**config.mk**
```make
export PLATFORM = sky130hd
export DESIGN_NAME = inverter_fault_protector
export DESIGN_NICKNAME = d
export VERILOG_FILES = /design/src/rtl/ifp_pkg.sv /design/src/rtl/ifp_cfg_regs.sv /design/src/rtl/ifp_detect.sv /design/src/rtl/ifp_latch.sv /design/src/rtl/inverter_fault_protector.sv
export SDC_FILE = /design/constraint.sdc
export NUM_CORES = 1
export LEC_CHECK = 0
export BUFFER_PORTS_ARGS = -buffer_cell sky130_fd_sc_hd__buf_4
export CAP_MARGIN = 20
export CORE_AREA = 2 2 139 141
export DETAILED_ROUTE_END_ITERATION = 12
export DIE_AREA = 0 0 141 143
export GPL_TIMING_DRIVEN = 0
export PLACE_DENSITY_LB_ADDON = 0.12
export SETUP_SLACK_MARGIN = 0.3
export SYNTH_ARGS = -nofsm -noshare
export SYNTH_HDL_FRONTEND = slang
export SYNTH_SLANG_ARGS = --single-unit
```
**constraint.sdc**
```tcl
create_clock -name clk -period 9.16 [get_ports clk]
set_input_delay 0.458 -clock clk [delete_from_list [all_inputs] [get_ports clk]]
set_output_delay 0.458 -clock clk [all_outputs]
set_load 0.1 [all_outputs]
```
**src/rtl/ifp_pkg.sv**
```systemverilog
// ifp_pkg: shared types and constants for the inverter fault protector.
// No dependencies; imported by every module of the block.

package ifp_pkg;

    localparam int DATA_W  = 16;
    localparam int LIM_W   = 15;
    localparam int FAULT_W = 8;
    localparam int COUNT_W = 4;
    localparam int INDEX_W = 3;

    localparam logic [COUNT_W-1:0] COUNT_MAX = 4'd15;

    // fault word bit positions
    localparam int FB_OCU    = 0;
    localparam int FB_OCV    = 1;
    localparam int FB_OCW    = 2;
    localparam int FB_OCBUS  = 3;
    localparam int FB_OV     = 4;
    localparam int FB_UV     = 5;
    localparam int FB_OT     = 6;
    localparam int FB_REPEAT = 7;

    typedef enum logic {
        ACT_CHECK = 1'b0,
        ACT_CLEAR = 1'b1
    } action_t;

    typedef enum logic [INDEX_W-1:0] {
        REG_PROTECT_ENABLE = 3'd0,
        REG_PHASE_LIMIT    = 3'd1,
        REG_BUS_LIMIT      = 3'd2,
        REG_OV_LIMIT       = 3'd3,
        REG_UV_LIMIT       = 3'd4,
        REG_LATCH_MASK     = 3'd5,
        REG_CLEAR_MASK     = 3'd6,
        REG_CLEAR_LIMIT    = 3'd7
    } reg_index_t;

    typedef struct packed {
        logic               protect_enable;
        logic [LIM_W-1:0]   phase_current_limit;
        logic [LIM_W-1:0]   bus_current_limit;
        logic [DATA_W-1:0]  overvoltage_limit;
        logic [DATA_W-1:0]  undervoltage_limit;
        logic [FAULT_W-1:0] latch_mask;
        logic [FAULT_W-1:0] clearable_mask;
        logic [COUNT_W-1:0] clear_limit;
    } cfg_t;

    typedef struct packed {
        logic               action;
        logic [DATA_W-1:0]  phase_u_current;
        logic [DATA_W-1:0]  phase_v_current;
        logic [DATA_W-1:0]  phase_w_current;
        logic [DATA_W-1:0]  bus_current;
        logic [DATA_W-1:0]  dc_link_voltage;
        logic               over_temp;
    } item_t;

    typedef struct packed {
        logic [FAULT_W-1:0] fault_code;
        logic               drive_off;
        logic               escalated;
    } result_t;

    // magnitude of a two's complement sample; full negative gives 32768
    function automatic logic [DATA_W-1:0] magnitude(input logic [DATA_W-1:0] x);
        logic [DATA_W-1:0] m;
        begin
            m = x[DATA_W-1] ? (~x + {{(DATA_W-1){1'b0}}, 1'b1}) : x;
            return m;
        end
    endfunction

endpackage

```
**src/rtl/ifp_cfg_regs.sv**
```systemverilog
// ifp_cfg_regs: configuration register file of the inverter fault protector.
// Depends on ifp_pkg for register indexes and the cfg_t bundle.

module ifp_cfg_regs (
    input  logic                         clk,
    input  logic                         rst_n,
    input  logic                         wr_en,
    input  logic [ifp_pkg::INDEX_W-1:0]  wr_index,
    input  logic [ifp_pkg::DATA_W-1:0]   wr_data,
    output ifp_pkg::cfg_t                cfg
);
    import ifp_pkg::*;

    cfg_t cfg_reg;
    cfg_t cfg_next;

    always_comb
    begin
        cfg_next = cfg_reg;
        if (wr_en)
        begin
            case (wr_index)
                REG_PROTECT_ENABLE: cfg_next.protect_enable      = wr_data[0];
                REG_PHASE_LIMIT:    cfg_next.phase_current_limit = wr_data[LIM_W-1:0];
                REG_BUS_LIMIT:      cfg_next.bus_current_limit   = wr_data[LIM_W-1:0];
                REG_OV_LIMIT:       cfg_next.overvoltage_limit   = wr_data;
                REG_UV_LIMIT:       cfg_next.undervoltage_limit  = wr_data;
                REG_LATCH_MASK:     cfg_next.latch_mask          = wr_data[FAULT_W-1:0];
                REG_CLEAR_MASK:     cfg_next.clearable_mask      = wr_data[FAULT_W-1:0];
                REG_CLEAR_LIMIT:    cfg_next.clear_limit         = wr_data[COUNT_W-1:0];
                default:            cfg_next = cfg_reg;
            endcase
        end
    end

    always_ff @(posedge clk or negedge rst_n)
    begin
        if (!rst_n)
        begin
            cfg_reg.protect_enable      <= 1'b0;
            cfg_reg.phase_current_limit <= 15'h7fff;
            cfg_reg.bus_current_limit   <= 15'h7fff;
            cfg_reg.overvoltage_limit   <= 16'hffff;
            cfg_reg.undervoltage_limit  <= 16'h0000;
            cfg_reg.latch_mask          <= 8'h80;
            cfg_reg.clearable_mask      <= 8'h7f;
            cfg_reg.clear_limit         <= 4'd5;
        end
        else
        begin
            cfg_reg <= cfg_next;
        end
    end

    assign cfg = cfg_reg;

endmodule

```
**src/rtl/ifp_detect.sv**
```systemverilog
// ifp_detect: compares one item's samples against the limits and forms the new fault bits.
// Depends on ifp_pkg for item_t, cfg_t and fault bit positions.

module ifp_detect (
    input  ifp_pkg::item_t               item,
    input  ifp_pkg::cfg_t                cfg,
    output logic [ifp_pkg::FAULT_W-1:0]  found
);
    import ifp_pkg::*;

    logic [DATA_W-1:0] phase_lim;
    logic [DATA_W-1:0] bus_lim;

    assign phase_lim = {1'b0, cfg.phase_current_limit};
    assign bus_lim   = {1'b0, cfg.bus_current_limit};

    always_comb
    begin
        found            = '0;
        found[FB_OCU]    = magnitude(item.phase_u_current) > phase_lim;
        found[FB_OCV]    = magnitude(item.phase_v_current) > phase_lim;
        found[FB_OCW]    = magnitude(item.phase_w_current) > phase_lim;
        found[FB_OCBUS]  = magnitude(item.bus_current) > bus_lim;
        found[FB_OV]     = item.dc_link_voltage > cfg.overvoltage_limit;
        found[FB_UV]     = item.dc_link_voltage < cfg.undervoltage_limit;
        found[FB_OT]     = item.over_temp;
        found[FB_REPEAT] = 1'b0;
    end

endmodule

```
**src/rtl/ifp_latch.sv**
```systemverilog
// ifp_latch: fault word and clear counter, updated once per item, and the item's result.
// Depends on ifp_pkg for cfg_t, result_t and fault bit positions.

module ifp_latch (
    input  logic                         clk,
    input  logic                         rst_n,
    input  logic                         step,
    input  logic                         action,
    input  logic [ifp_pkg::FAULT_W-1:0]  found,
    input  ifp_pkg::cfg_t                cfg,
    output ifp_pkg::result_t             result
);
    import ifp_pkg::*;

    logic [FAULT_W-1:0] fault_word_reg;
    logic [FAULT_W-1:0] fault_word_next;
    logic [COUNT_W-1:0] clears_done_reg;
    logic [COUNT_W-1:0] clears_done_next;

    logic [FAULT_W-1:0] keep_mask;
    logic [COUNT_W-1:0] clears_inc;
    logic               can_clear;
    logic               refuse;

    always_comb
    begin
        keep_mask            = cfg.latch_mask;
        keep_mask[FB_REPEAT] = 1'b1;
        can_clear  = (fault_word_reg & cfg.clearable_mask) != '0;
        clears_inc = (clears_done_reg < COUNT_MAX) ? clears_done_reg + 1'b1 : clears_done_reg;
        refuse     = clears_inc > cfg.clear_limit;

        fault_word_next  = fault_word_reg;
        clears_done_next = clears_done_reg;
        result.drive_off = 1'b0;
        result.escalated = 1'b0;

        case (action_t'(action))
            ACT_CHECK:
            begin
                if (cfg.protect_enable)
                begin
                    fault_word_next  = (fault_word_reg & keep_mask) | found;
                    result.drive_off = fault_word_next != '0;
                end
            end
            ACT_CLEAR:
            begin
                if (can_clear)
                begin
                    clears_done_next = clears_inc;
                    if (refuse)
                    begin
                        fault_word_next            = fault_word_reg;
                        fault_word_next[FB_REPEAT] = 1'b1;
                        result.escalated           = 1'b1;
                    end
                    else
                    begin
                        fault_word_next = fault_word_reg & ~cfg.clearable_mask;
                    end
                end
            end
            default:
            begin
                fault_word_next = fault_word_reg;
            end
        endcase

        result.fault_code = fault_word_next;
    end

    always_ff @(posedge clk or negedge rst_n)
    begin
        if (!rst_n)
        begin
            fault_word_reg  <= '0;
            clears_done_reg <= '0;
        end
        else if (step)
        begin
            fault_word_reg  <= fault_word_next;
            clears_done_reg <= clears_done_next;
        end
    end

endmodule

```
**src/rtl/inverter_fault_protector.sv**
```systemverilog
// inverter_fault_protector: top level, input register, result register and handshakes.
// Depends on ifp_pkg, ifp_cfg_regs, ifp_detect and ifp_latch.

// One item per clock cycle sustained while out_stall is low: the item is registered, then limit
// compares, the fault latch update and the clear counter are combinational between the item
// register and the result register. A check with protection enabled compares the three phase
// currents and the bus current by magnitude and the bus voltage against both limits; a clear
// removes clearable bits and escalates to the repeat bit, which checks keep, after clear_limit clears.
// The configuration port is always ready; write only while no item is in flight.

module inverter_fault_protector (
    input  logic                         clk,
    input  logic                         rst_n,
    input  logic                         in_valid,
    output logic                         in_stall,
    input  logic                         action,
    input  logic signed [ifp_pkg::DATA_W-1:0] phase_u_current,
    input  logic signed [ifp_pkg::DATA_W-1:0] phase_v_current,
    input  logic signed [ifp_pkg::DATA_W-1:0] phase_w_current,
    input  logic signed [ifp_pkg::DATA_W-1:0] bus_current,
    input  logic [ifp_pkg::DATA_W-1:0]   dc_link_voltage,
    input  logic                         over_temp,
    output logic                         out_valid,
    input  logic                         out_stall,
    output logic [ifp_pkg::FAULT_W-1:0]  fault_code,
    output logic                         drive_off,
    output logic                         escalated,
    input  logic                         cfg_valid,
    output logic                         cfg_ready,
    input  logic [ifp_pkg::INDEX_W-1:0]  cfg_index,
    input  logic [ifp_pkg::DATA_W-1:0]   cfg_data
);
    import ifp_pkg::*;

    cfg_t               cfg;
    item_t              item_reg;
    logic               item_valid_reg;
    result_t            result_reg;
    logic               out_valid_reg;
    result_t            result_next;
    logic [FAULT_W-1:0] found;
    logic               out_load;
    logic               in_load;

    assign cfg_ready = 1'b1;

    ifp_cfg_regs u_cfg (
        .clk      (clk),
        .rst_n    (rst_n),
        .wr_en    (cfg_valid && cfg_ready),
        .wr_index (cfg_index),
        .wr_data  (cfg_data),
        .cfg      (cfg)
    );

    ifp_detect u_detect (
        .item  (item_reg),
        .cfg   (cfg),
        .found (found)
    );

    ifp_latch u_latch (
        .clk    (clk),
        .rst_n  (rst_n),
        .step   (out_load),
        .action (item_reg.action),
        .found  (found),
        .cfg    (cfg),
        .result (result_next)
    );

    // result register frees when empty or taken this cycle
    assign out_load = item_valid_reg && (!out_valid_reg || !out_stall);
    assign in_load  = in_valid && !in_stall;
    assign in_stall = item_valid_reg && !out_load;

    always_ff @(posedge clk or negedge rst_n)
    begin
        if (!rst_n)
        begin
            item_valid_reg <= 1'b0;
            out_valid_reg  <= 1'b0;
        end
        else
        begin
            if (in_load)
            begin
                item_valid_reg <= 1'b1;
            end
            else if (out_load)
            begin
                item_valid_reg <= 1'b0;
            end

            if (out_load)
            begin
                out_valid_reg <= 1'b1;
            end
            else if (!out_stall)
            begin
                out_valid_reg <= 1'b0;
            end
        end
    end

    always_ff @(posedge clk)
    begin
        if (in_load)
        begin
            item_reg.action          <= action;
            item_reg.phase_u_current <= phase_u_current;
            item_reg.phase_v_current <= phase_v_current;
            item_reg.phase_w_current <= phase_w_current;
            item_reg.bus_current     <= bus_current;
            item_reg.dc_link_voltage <= dc_link_voltage;
            item_reg.over_temp       <= over_temp;
        end
        if (out_load)
        begin
            result_reg <= result_next;
        end
    end

    assign out_valid  = out_valid_reg;
    assign fault_code = result_reg.fault_code;
    assign drive_off  = result_reg.drive_off;
    assign escalated  = result_reg.escalated;

`ifndef ASSERT_OFF
    a_drive_off_has_fault: assert property (@(posedge clk) disable iff (!rst_n)
        out_valid && drive_off |-> fault_code != '0)
        else $error("drive_off with empty fault word");

    a_escalated_sets_repeat: assert property (@(posedge clk) disable iff (!rst_n)
        out_valid && escalated |-> fault_code[FB_REPEAT])
        else $error("escalated result without repeat bit");

    a_no_drive_off_on_clear: assert property (@(posedge clk) disable iff (!rst_n)
        out_valid |-> !(drive_off && escalated))
        else $error("drive_off and escalated in one result");

    a_stall_only_when_full: assert property (@(posedge clk) disable iff (!rst_n)
        in_stall |-> item_valid_reg && out_valid_reg && out_stall)
        else $error("input stalled while pipeline can advance");
`endif

endmodule

```
==> run metrics <==
status=finished, final reports clean; Hold Crit Class=in -> reg; worst-skew pair later-pin latency=440 ps; crit-path max FO=4; GRT Resource Usage Total=about 22%; Synth top area share=between 20 and 30%; endpoint type of the worst setup path=flop; CTS Buf Count=17; worst relative slew slack=between 50% and 60%; worst setup margin=about 4600 ps; Initial DRT Pass Iterations=5; Synth area leader=edfxtp_1; #FFs+latches synth=between 150 and 200; Place WS=around 4700 ps; Mapped Avg Cell Area=approximately 11 um^2; initial antenna violation count=0; Die X=141 um; Detailed Place HPWL=16100 um; CTS Sinks=188; area grow syn2layout=17.8%; nets=1251; total grt overflow=0; Crit-path slowest cell=a221oi_1; port buffer count=114; WP data required=slightly above 9000 ps; FF-to-FF End=drive_off$_SDFFCE_PP0P_; R2R Setup Slk=4630 ps; fill count=between 1000 and 1500; largest net degree at the start of global routing=69; Setup Skew=7.37 ps; post-synthesis sequential area ratio=around 50%; fin crit share=~50%; Clock transition at path regs=about 70 ps; Mapped Area=about 0.010 mm^2; clk buf depth=2; Syn Nets=1115; Final Hold Viols=0; share of layout cells above drive strength 1=between 20 and 25%; Ys Warns=0; Mapped Cells=between 900 and 1000; Wirelength per Cell=roughly 16 um; Starting DRT DRC Count=around 360; post-CTS setup buffers=0; CTS root buffer=clkbuf_16; I/O pin cnt=119; drt total wl=21300 um; min-delay src=bus_current[6]; footprint of the multi-input gates=approximately 0.0046 mm^2; Final Instance Area=~0.012 mm^2; Setup TNS=0 ps; CTS resizes=0; Site Rows=50; actual slew at the worst max-slew pin=approximately 670 ps; Power Dens Cells=roughly 230 mW/mm^2; worst r2r src=item_reg[52]$_DFFE_PP_; Remaining DRCs=0; Antenna Nets Post-Route=0; Register Area=~0.0052 mm^2; WP data arrival=4710 ps; ranking of synthesized cells by area=edfxtp_1, dfstp_2, ha_1; delay of the slowest cell on the worst path=approximately 620 ps; Area after DPL=between 0.01 and 0.015 mm^2; Vias/cell=between 5 and 6; vias in the first global route=6935; Post-synth top flop=edfxtp_1; Critical Path End=drive_off$_SDFFCE_PP0P_; die area=between 0.02 and 0.025 mm^2; critical path launch point=item_reg[52]$_DFFE_PP_; Tmin final=between 4000 and 5000 ps; fraction of registers with async set/reset=51.1%; critical path cell sequence=nor4_1 > nand2_1 > or2_2 > or3_1 > o41ai_1 > xnor2_1 > ha_1 > nand3_1 > nor4_1 > a21boi_0 > or4b_1 > a221oi_1 > nand4_1 > o31a_1; max-slew violation count=0; Initial Util=54.7%; RSZ-0062 raised after global routing=no; R2R cell count=14; peak supply drop=~0.14 mV; Synth cell types=63; H-tree lvl count=4; Final Power=between 2 and 3 mW; Vias=roughly 7000; Die Span Y=143 um; fmax=between 0.2 and 0.25 GHz; endpoints failing setup=0; crit path launch type=flop; Core Area=0.0186 mm^2; WS Path Type=reg -> reg; first-pass GRT wire length=34800 um; leakage power=about 5.0 nW; max-cap viol count=0; number of synthesized flops with an enable pin=between 90 and 100; Inserted Diodes=0; GP Congestion=approximately 0.86; CP dominant cell by count=nor4_1; CTS tree=built
-- per-layer routing --
layer  GRT usage, %  share of wire (%)  wire length [um]
met1           28.8                 45              9560
met2           38.1                 49             10500
met3           4.02                3.8               814
met4           7.42                1.9               407
met5              0                  0                 0
-- how the worst min path moves through the flow --
stage | endpoint | cells past startpoint
after floorplan | item_valid_reg$_DFFE_PN0P_ | 0
after global placement | out_valid$_DFFE_PN0P_ | 1
after detailed placement | u_cfg.cfg[27]$_DFFE_PN0P_ | 1
after CTS | item_reg[23]$_DFFE_PP_ | 1
after global routing | item_reg[19]$_DFFE_PP_ | 1
final | item_reg[23]$_DFFE_PP_ | 1
-- cell families (layout without fill, tap and decap cells) --
family | count (synthesis) | count (layout) | share of synthesized area, %
muxes | 44 | 44 | 4.87
DFF | 188 | 188 | 51.5
and+or+nand+nor | 225 | 225 | 11.0
buffers and inverters | 102 | 251 | 3.80
other | 1 | 1 | 0.0369
xor gates and xnor gates | 54 | 54 | 4.65
AOI/OAI and AO/OA | 195 | 195 | 11.8
adders and majority gates | 100 | 100 | 12.3
-- synthesized netlist by cell type, drive strengths merged, types with 7 or more instances --
library cell,number
nand2,107
ha,100
edfxtp,92
inv,82
o21ai,80
dfstp,55
xnor2,49
a21oi,47
mux2,44
dfrtp,41
nor2,23
clkbuf,19
nand3,15
nand4,14
or3,13
nor3,12
o31ai,12
nand2b,10
a211o,9
o21bai,7
o41ai,7
-- timing repair --
item,CTS,global route
endpoints found under the setup margin,0,0
endpoints found under the hold margin,9,0
hold buffers,1,0
-- layout by cell type (no fill, tap or decap), types with 12 or more instances in the layout --
| cell | n |
|---|---|
| buf_4 | 115 |
| nand4_1 | 14 |
| dfstp_2 | 55 |
| dfrtp_1 | 41 |
| edfxtp_1 | 92 |
| clkbuf_16 | 17 |
| nor3_1 | 12 |
| a21oi_1 | 47 |
| mux2_2 | 44 |
| clkbuf_1 | 19 |
| inv_1 | 82 |
| xnor2_1 | 49 |
| o21ai_0 | 80 |
| nand3_1 | 14 |
| nand2_1 | 107 |
| ha_1 | 100 |
| o31ai_1 | 12 |
| nor2_1 | 22 |
-- critical path, delay by kind of cell, from the launching register on --
family / cells / cell delay (ps)
AO/OA/AOI/OAI: 4 / 1330
adder cells (fa/ha/maj): 1 / 290
AND/OR/NAND/NOR: 8 / 2030
flip-flops: 1 / 430
XOR/XNOR: 1 / 200
-- per-stage QoR --
stage	instances	utilization [%]	hold slack, ps
after detailed placement	1259	61.2	411
after global routing	1292	64.5	174
after floorplan	909	-	162
after global placement	1257	60.9	478
final	1292	64.5	192
after CTS	1292	64.5	177
-- layout make-up --
cell class	instances	share of cell area, %
inverter	82	2.57
clock inverter	14	1.40
clock buffer	18	3.66
tap	234	2.44
buffer	20	0.658
multi-input combinational	619	38.0
timing repair buffer	117	7.62
sequential	188	43.7
-- power breakdown --
part	leakage (nW)	switching [mW]	internal (mW)	total [mW]
Sequential	1.94	0.0887	1.08	1.17
Clock	0.284	0.323	0.437	0.760
Combinational	2.78	0.461	0.324	0.785
(Power assumes the default switching activity.)
